==> config.mk <==
export PLATFORM = sky130hd
export DESIGN_NAME = x86_modrm_sib_address_decoder_unit_flat
export DESIGN_NICKNAME = d
export VERILOG_FILES = /design/src/mrsad_pkg.sv /design/src/mrsad_if.sv /design/src/mrsad_decode.sv /design/src/x86_modrm_sib_address_decoder_unit.sv /design/src/flat_wrapper.sv
export SDC_FILE = /design/constraint.sdc
export NUM_CORES = 1
export LEC_CHECK = 0
export ABC_AREA = 1
export BUFFER_PORTS_ARGS = -buffer_cell sky130_fd_sc_hd__buf_2
export CAP_MARGIN = 20
export CELL_PAD_IN_SITES_DETAIL_PLACEMENT = 2
export CELL_PAD_IN_SITES_GLOBAL_PLACEMENT = 2
export CORE_MARGIN = 5
export CORE_UTILIZATION = 34
export DETAILED_ROUTE_END_ITERATION = 7
export GPL_TIMING_DRIVEN = 0
export PLACE_DENSITY = 0.91
export SLEW_MARGIN = 10
export SYNTH_ARGS = -nofsm -noshare
export SYNTH_HDL_FRONTEND = slang
export SYNTH_SLANG_ARGS = --single-unit
==> constraint.sdc <==
create_clock -name clk -period 7 [get_ports clk]
set_input_delay 0.35 -clock clk [delete_from_list [all_inputs] [get_ports clk]]
set_output_delay 0.35 -clock clk [all_outputs]
set_load 0.1 [all_outputs]
==> src/mrsad_pkg.sv <==
// shared types, field codes and lookup functions for the modrm/sib address decoder
package mrsad_pkg;

    // address size codes
    localparam logic [1:0] MODE_16  = 2'd0;
    localparam logic [1:0] MODE_32  = 2'd1;
    localparam logic [1:0] MODE_64  = 2'd2;
    localparam logic [1:0] MODE_BAD = 2'd3;

    // modrm mod field codes
    localparam logic [1:0] MOD_IND = 2'd0;
    localparam logic [1:0] MOD_D8  = 2'd1;
    localparam logic [1:0] MOD_D32 = 2'd2;
    localparam logic [1:0] MOD_REG = 2'b11;

    // special rm / sib codes
    localparam logic [2:0] RM_SIB       = 3'b100;
    localparam logic [2:0] RM_DISP      = 3'b101;
    localparam logic [2:0] RM_DISP16    = 3'b110;
    localparam logic [2:0] SIB_NO_BASE  = 3'b101;
    localparam logic [3:0] SIB_NO_INDEX = 4'b0100;

    // 16-bit register numbers
    localparam logic [3:0] REG_BX = 4'd3;
    localparam logic [3:0] REG_BP = 4'd5;
    localparam logic [3:0] REG_SI = 4'd6;
    localparam logic [3:0] REG_DI = 4'd7;

    // rip-relative displacement is taken from the end of the disp32 field
    localparam logic [63:0] RIP_DISP_LEN = 64'd4;

    typedef struct packed {
        logic [7:0]  modrm_value;
        logic [7:0]  sib_value;
        logic [31:0] disp_window;
        logic [1:0]  addr_mode;
        logic        rex_base_bit;
        logic        rex_index_bit;
        logic [63:0] after_modrm_addr;
    } item_t;

    typedef struct packed {
        logic        mem_operand;
        logic [2:0]  reg_bits;
        logic        base_present;
        logic [3:0]  base_number;
        logic        index_present;
        logic [3:0]  index_number;
        logic [1:0]  scale_shift;
        logic [63:0] displacement;
        logic [2:0]  extra_bytes;
        logic        rip_relative;
        logic        bad_mode;
    } result_t;

    // 16-bit base register per rm
    function automatic logic [3:0] base16(input logic [2:0] rm);
        logic [3:0] r;
        unique case (rm)
            3'd0, 3'd1, 3'd7: r = REG_BX;
            3'd2, 3'd3, 3'd6: r = REG_BP;
            3'd4:             r = REG_SI;
            default:          r = REG_DI;
        endcase
        return r;
    endfunction

    // 16-bit index register for rm 0..3
    function automatic logic [3:0] index16(input logic [2:0] rm);
        return rm[0] ? REG_DI : REG_SI;
    endfunction

endpackage

==> src/mrsad_if.sv <==
// valid/ready channel interfaces for decoder items and results
interface mrsad_item_if;
    import mrsad_pkg::*;

    logic  valid;
    logic  ready;
    item_t data;

    modport source (output valid, output data, input ready);
    modport sink (input valid, input data, output ready);
endinterface

interface mrsad_result_if;
    import mrsad_pkg::*;

    logic    valid;
    logic    ready;
    result_t data;

    modport source (output valid, output data, input ready);
    modport sink (input valid, input data, output ready);
endinterface

==> src/mrsad_decode.sv <==
// combinational modrm/sib field decode and displacement forming
module mrsad_decode (
    input  mrsad_pkg::item_t   item,
    output mrsad_pkg::result_t result
);
    import mrsad_pkg::*;

    logic [1:0]  mod_f;
    logic [2:0]  rm;
    logic [2:0]  sbase;
    logic [3:0]  sidx;
    logic        wide;
    logic [63:0] sx8;
    logic [63:0] sx32;
    logic [63:0] zx16;
    logic [63:0] sx8_16;
    logic [63:0] mask;
    logic [63:0] rip_addr;

    assign mod_f  = item.modrm_value[7:6];
    assign rm     = item.modrm_value[2:0];
    assign sbase  = item.sib_value[2:0];
    assign sidx   = {item.rex_index_bit, item.sib_value[5:3]};
    assign wide   = (item.addr_mode == MODE_64);
    assign sx8    = {{56{item.disp_window[7]}}, item.disp_window[7:0]};
    assign sx32   = {{32{item.disp_window[31]}}, item.disp_window};
    assign zx16   = {48'd0, item.disp_window[15:0]};
    assign sx8_16 = {48'd0, {8{item.disp_window[7]}}, item.disp_window[7:0]};
    assign mask   = wide ? {64{1'b1}} : {32'd0, {32{1'b1}}};
    assign rip_addr = item.after_modrm_addr + RIP_DISP_LEN + sx32;

    always_comb
    begin
        result = '0;
        if (item.addr_mode == MODE_BAD)
        begin
            result.bad_mode = 1'b1;
        end
        else
        begin
            result.reg_bits = item.modrm_value[5:3];
            if (mod_f == MOD_REG)
            begin
                result.base_number = {(item.addr_mode != MODE_16) & item.rex_base_bit, rm};
            end
            else if (item.addr_mode == MODE_16)
            begin
                result.mem_operand = 1'b1;
                if (mod_f == MOD_IND && rm == RM_DISP16)
                begin
                    result.displacement = zx16;
                    result.extra_bytes  = 3'd2;
                end
                else
                begin
                    result.base_present = 1'b1;
                    result.base_number  = base16(rm);
                    if (!rm[2])
                    begin
                        result.index_present = 1'b1;
                        result.index_number  = index16(rm);
                    end
                    if (mod_f == MOD_D8)
                    begin
                        result.displacement = sx8_16;
                        result.extra_bytes  = 3'd1;
                    end
                    else if (mod_f == MOD_D32)
                    begin
                        result.displacement = zx16;
                        result.extra_bytes  = 3'd2;
                    end
                end
            end
            else
            begin
                result.mem_operand = 1'b1;
                if (mod_f == MOD_IND && rm == RM_DISP)
                begin
                    result.extra_bytes = 3'd4;
                    if (wide)
                    begin
                        result.displacement = rip_addr;
                        result.rip_relative = 1'b1;
                    end
                    else
                    begin
                        result.displacement = {32'd0, item.disp_window};
                    end
                end
                else
                begin
                    if (rm == RM_SIB)
                    begin
                        result.extra_bytes = 3'd1;
                        if (sbase == SIB_NO_BASE && mod_f == MOD_IND)
                        begin
                            // no base register, disp32 in its place; an index may still apply
                            result.displacement = sx32 & mask;
                            result.extra_bytes  = 3'd5;
                        end
                        else
                        begin
                            result.base_present = 1'b1;
                            result.base_number  = {item.rex_base_bit, sbase};
                        end
                        if (sidx != SIB_NO_INDEX)
                        begin
                            result.index_present = 1'b1;
                            result.index_number  = sidx;
                            result.scale_shift   = item.sib_value[7:6];
                        end
                    end
                    else
                    begin
                        result.base_present = 1'b1;
                        result.base_number  = {item.rex_base_bit, rm};
                    end
                    if (mod_f == MOD_D8)
                    begin
                        result.displacement = sx8 & mask;
                        result.extra_bytes  = result.extra_bytes + 3'd1;
                    end
                    else if (mod_f == MOD_D32)
                    begin
                        result.displacement = sx32 & mask;
                        result.extra_bytes  = result.extra_bytes + 3'd4;
                    end
                end
            end
        end
    end

endmodule

==> src/x86_modrm_sib_address_decoder_unit.sv <==
// top level: input register, operand decode, result register
// path: an item is held in the input register, decoded, then held in the result register, where it is offered
// throughput: one item per cycle while result.ready holds, set by the single decode pass
// between the two registers
// a stalled result holds in the result register while one more item waits in the input register
// reset clears both valid flags; payload registers are not reset
module x86_modrm_sib_address_decoder_unit (
    input  logic                  clk,
    input  logic                  rst_n,
    mrsad_item_if.sink            item,
    mrsad_result_if.source        result
);
    import mrsad_pkg::*;

    item_t   item_reg;
    logic    item_valid_reg;
    logic    item_valid_next;
    result_t result_reg;
    logic    result_valid_reg;
    logic    result_valid_next;
    result_t decoded;
    logic    result_load;
    logic    item_load;

    // result slot frees when empty or when its transfer completes this cycle
    assign result_load = item_valid_reg && (!result_valid_reg || result.ready);
    // input slot takes a new item when empty or moving on to the result slot
    assign item.ready  = !item_valid_reg || result_load;
    assign item_load   = item.valid && item.ready;

    assign result.valid = result_valid_reg;
    assign result.data  = result_reg;

    // all field decode and the rip-relative add
    mrsad_decode u_decode (
        .item   (item_reg),
        .result (decoded)
    );

    always_comb
    begin
        item_valid_next = item_valid_reg;
        if (item.ready)
        begin
            item_valid_next = item.valid;
        end
        result_valid_next = result_valid_reg;
        if (result_load)
        begin
            result_valid_next = 1'b1;
        end
        else if (result.ready)
        begin
            result_valid_next = 1'b0;
        end
    end

    // control flags
    always_ff @(posedge clk or negedge rst_n)
    begin
        if (!rst_n)
        begin
            item_valid_reg   <= 1'b0;
            result_valid_reg <= 1'b0;
        end
        else
        begin
            item_valid_reg   <= item_valid_next;
            result_valid_reg <= result_valid_next;
        end
    end

    // payload registers
    always_ff @(posedge clk)
    begin
        if (item_load)
        begin
            item_reg <= item.data;
        end
        if (result_load)
        begin
            result_reg <= decoded;
        end
    end

endmodule
==> src/flat_wrapper.sv <==
// flat-port wrapper written by rule: the top's interface ports become plain ports
module x86_modrm_sib_address_decoder_unit_flat import mrsad_pkg::*;
  (clk, rst_n, item_valid, item_data, item_ready, result_valid, result_data, result_ready);
  mrsad_item_if item_i ();
  mrsad_result_if result_i ();
  input  logic clk;
  input  logic rst_n;
  input wire logic [$bits(item_i.valid)-1:0] item_valid;
  input wire logic [$bits(item_i.data)-1:0] item_data;
  output wire logic [$bits(item_i.ready)-1:0] item_ready;
  output wire logic [$bits(result_i.valid)-1:0] result_valid;
  output wire logic [$bits(result_i.data)-1:0] result_data;
  input wire logic [$bits(result_i.ready)-1:0] result_ready;
  assign item_i.valid = item_valid;
  assign item_i.data = item_data;
  assign item_ready = item_i.ready;
  assign result_valid = result_i.valid;
  assign result_data = result_i.data;
  assign result_i.ready = result_ready;
  x86_modrm_sib_address_decoder_unit u_core (.clk(clk), .rst_n(rst_n), .item(item_i), .result(result_i));
endmodule
==> flow_summary.yaml <==
global_routing:
  grt_use_met1: 0.3619
  top_usage_layer: "met2"
  use_met2: 0.5538
  grt_use_total: 0.3099
  grt_pass1_vias: 17148
  grt_pass1_wl_mm: 109.8
  met3_usage: 0.04106
  grt_max_degree: 61
  gr-total-overflow: 0
  antenna_found_initial: 2
placement:
  gp_congestion: 0.8961
  pre_cts_ws_ns: 3.298
  portBuffers: 206
  placed_area_mm2: 0.01618
  hpwl_mm: 51.31
  dp_cells: 2631
clock_tree:
  cts_resized: 0
  worstSkewPairLatency_ns: 0.58
  cts_tree: "built"
  root_buffer: "clkbuf_16"
  path_clk_slew_ns: 0.08
  cts-htree-levels: 1
  cts.sinks: 203
  cts_buffer_depth: 3
  numCtsBuffers: 25
hold_path:
  hold_path_class: "primary input to register"
final_layout:
  largest_reg_flops: 116
  layout.cells.non_filler: 2791
  nNetsFinal: 2482
  drive_above_1_share: 0.1359
  nFillCells: 4802
  fin_util: 0.4342
  area_growth_syn_to_layout_pct: 26.64
  postLayoutCellArea_mm2: 0.01817
timing:
  final.setup.worst_slack_ns: 3.155
  rsz0062_at_grt: "false"
  drv_slew: 0
  max_clock_freq_mhz: 260.1
  tightest_slew_ns: 1.095
  fin_hold_ws_ns: 0.02899
  setup_violations: 0
  slew_headroom: 0.2701
  final_hold_viol_count: 0
  fin_crit_sh: 0.5493
  fin_skew_ns: 0.04513
  min_period_ns: 3.845
setup_path:
  critPathArrivalTime_ns: 4.11
  cp_max_fo: 10
  cp-start-kind: "register"
  crit_required_ns: 7.27
  crit_path_end_kind: "register"
  timing_worst_setup_path_type: "register to register"
synthesis:
  ys.flop_type: "edfxtp_1"
  synth_top_area_share: 0.4206
  ys_top_cells_by_area: "edfxtp_1 42%, nand2_1 17%, ha_1 11%"
  synth_top_cell_by_area: "edfxtp_1"
  synthTopCellsByCount: "650 x nand2_1, 353 x inv_1, 201 x edfxtp_1"
  synth_seq_cells: 203
  synth.distinct_cells: 40
  async_flop_share: 0.009852
  postSynthCellCount: 1881
  yosysMostFrequentCell: "nand2_1"
  synth.net_count: 2131
  ys_seq_area_frac: 0.4241
  ys_warn_count: 0
  synth.avg_cell_area_um2: 7.629
  synth_edf_count: 201
  syn_area_mm2: 0.01435
drt:
  viasPerCell: 5.445
  drt_iter0_drc: 1097
  dr.pass1.iters: 5
  vias: 15198
  totalWireLength_mm: 73.74
  routedWlPerCell_um: 26.42
  ant_nets: 0
  drc: 0
floorplan:
  coreArea_mm2: 0.04185
  die_area_mm2: 0.04641
  io_pins: 207
  rows: 75
  die_x_um: 215.4
  fp.dieH_um: 215.4
  start_util: 0.3429
power_and_ir_drop:
  p_sw_frac: 0.4262
  power_frac_clock: 0.307
  ir_drop_uv: 191.0
  power.density_mw_per_mm2: 259.4
  share_seq_of_total_power: 0.326
  switchingPower_mw: 2.009
  p_leak_nw: 9.024
  internal-power_mw: 2.705
  pwr-share-comb: 0.367
run:
  maxCapViolCount: 0
status:
  status: "finished clean"
-- cells by family after synthesis --
kind of cell,Yosys count,synth area share
AND/OR/NAND/NOR,943,0.2650
buffers and inverters,381,0.1018
AO/OA/AOI/OAI,205,0.08362
flip-flops,203,0.4241
adder cells (fa/ha/maj),130,0.1139
XOR/XNOR,19,0.01160
-- per-layer routing --
metal | part of all wire | vias to the layer above
li1 | - | 6739
met1 | 0.39 | 7580
met2 | 0.49 | 636
met3 | 0.052 | 241
met4 | 0.067 | 2
met5 | 0.00018 | -
-- repair_timing --
action / CTS / global route
hold buffers: 113 / 0
hold endpoints to repair: 114 / 0
buffers inserted: 0 / 0
-- final cells by class --
type | count | area [um^2] | area share
repair buffers | 324 | 2272 | 0.1250
multi-input cells | 1297 | 6814 | 0.3750
inverters | 358 | 1350 | 0.07429
diodes | 1 | 2.502 | 0.0001377
flip-flops and latches | 203 | 6086 | 0.3349
clock buffers | 29 | 650.6 | 0.03580
plain buffers | 23 | 116.4 | 0.006403
well taps | 539 | 674.4 | 0.03711
clock inverters | 17 | 206.4 | 0.01136
-- power by group through the flow --
stage / combinational, mW / clock [mW] / sequential, mW
after floorplan: 0.699 / 0 / 1.93
after global placement: 1.45 / 0 / 1.56
after detailed placement: 1.58 / 0 / 1.55
after CTS: 1.65 / 1.42 / 1.53
after global routing: 1.83 / 1.51 / 1.54
final: 1.73 / 1.45 / 1.54
-- cell usage in the layout (no fill, tap or decap), types with 5 or more instances in the layout --
| master | n |
|---|---|
| dlygate4sd3_1 | 113 |
| a31oi_1 | 5 |
| a21oi_1 | 98 |
| clkbuf_16 | 25 |
| clkbuf_1 | 22 |
| a21oi_2 | 30 |
| nand2_1 | 650 |
| buf_2 | 206 |
| o21ai_0 | 44 |
| edfxtp_1 | 201 |
| nand3_1 | 104 |
| xnor2_1 | 8 |
| inv_1 | 352 |
| ha_1 | 129 |
| xor2_1 | 11 |
| nand4_1 | 13 |
| o22ai_1 | 5 |
| clkinv_2 | 6 |
| nor2_2 | 6 |
| nor2_1 | 137 |
| o211ai_1 | 6 |
| nor3_1 | 14 |
| inv_6 | 5 |
-- critical path, cell delays in order, from the launching register on --
cell	delay [ns]
edfxtp_1	0.47
ha_1	0.38
inv_1	0.20
nand2_1	0.29
nor2_2	0.60
inv_2	0.25
nor2_1	0.54
o21ai_0	0.17
o21ai_0	0.62
-- through the flow --
step	TNS (ns)	power, mW
2_1_floorplan	0	2.626
5_1_grt	0	4.880
6_report	0	4.714
4_1_cts	0	4.597
3_3_place_gp	-45.08	3.015
3_5_place_dp	0	3.132
-- final timing paths --
kind,depth (start not counted),startpoint,endpoint,slack (ns)
max,8,u_core.item_reg[67],u_core.result.data[9],3.15
min,1,item_data[73],u_core.item_reg[73],0.03
max reg2reg,8,u_core.item_reg[67],u_core.result.data[9],3.15
min reg2reg,2,u_core.item_valid_reg,u_core.result.valid,0.54
max in group asynchronous,2,rst_n,u_core.result.valid,6.77
min in group asynchronous,2,rst_n,u_core.item_valid_reg,0.13
No activity file was read; power rests on OpenSTA's default activity.
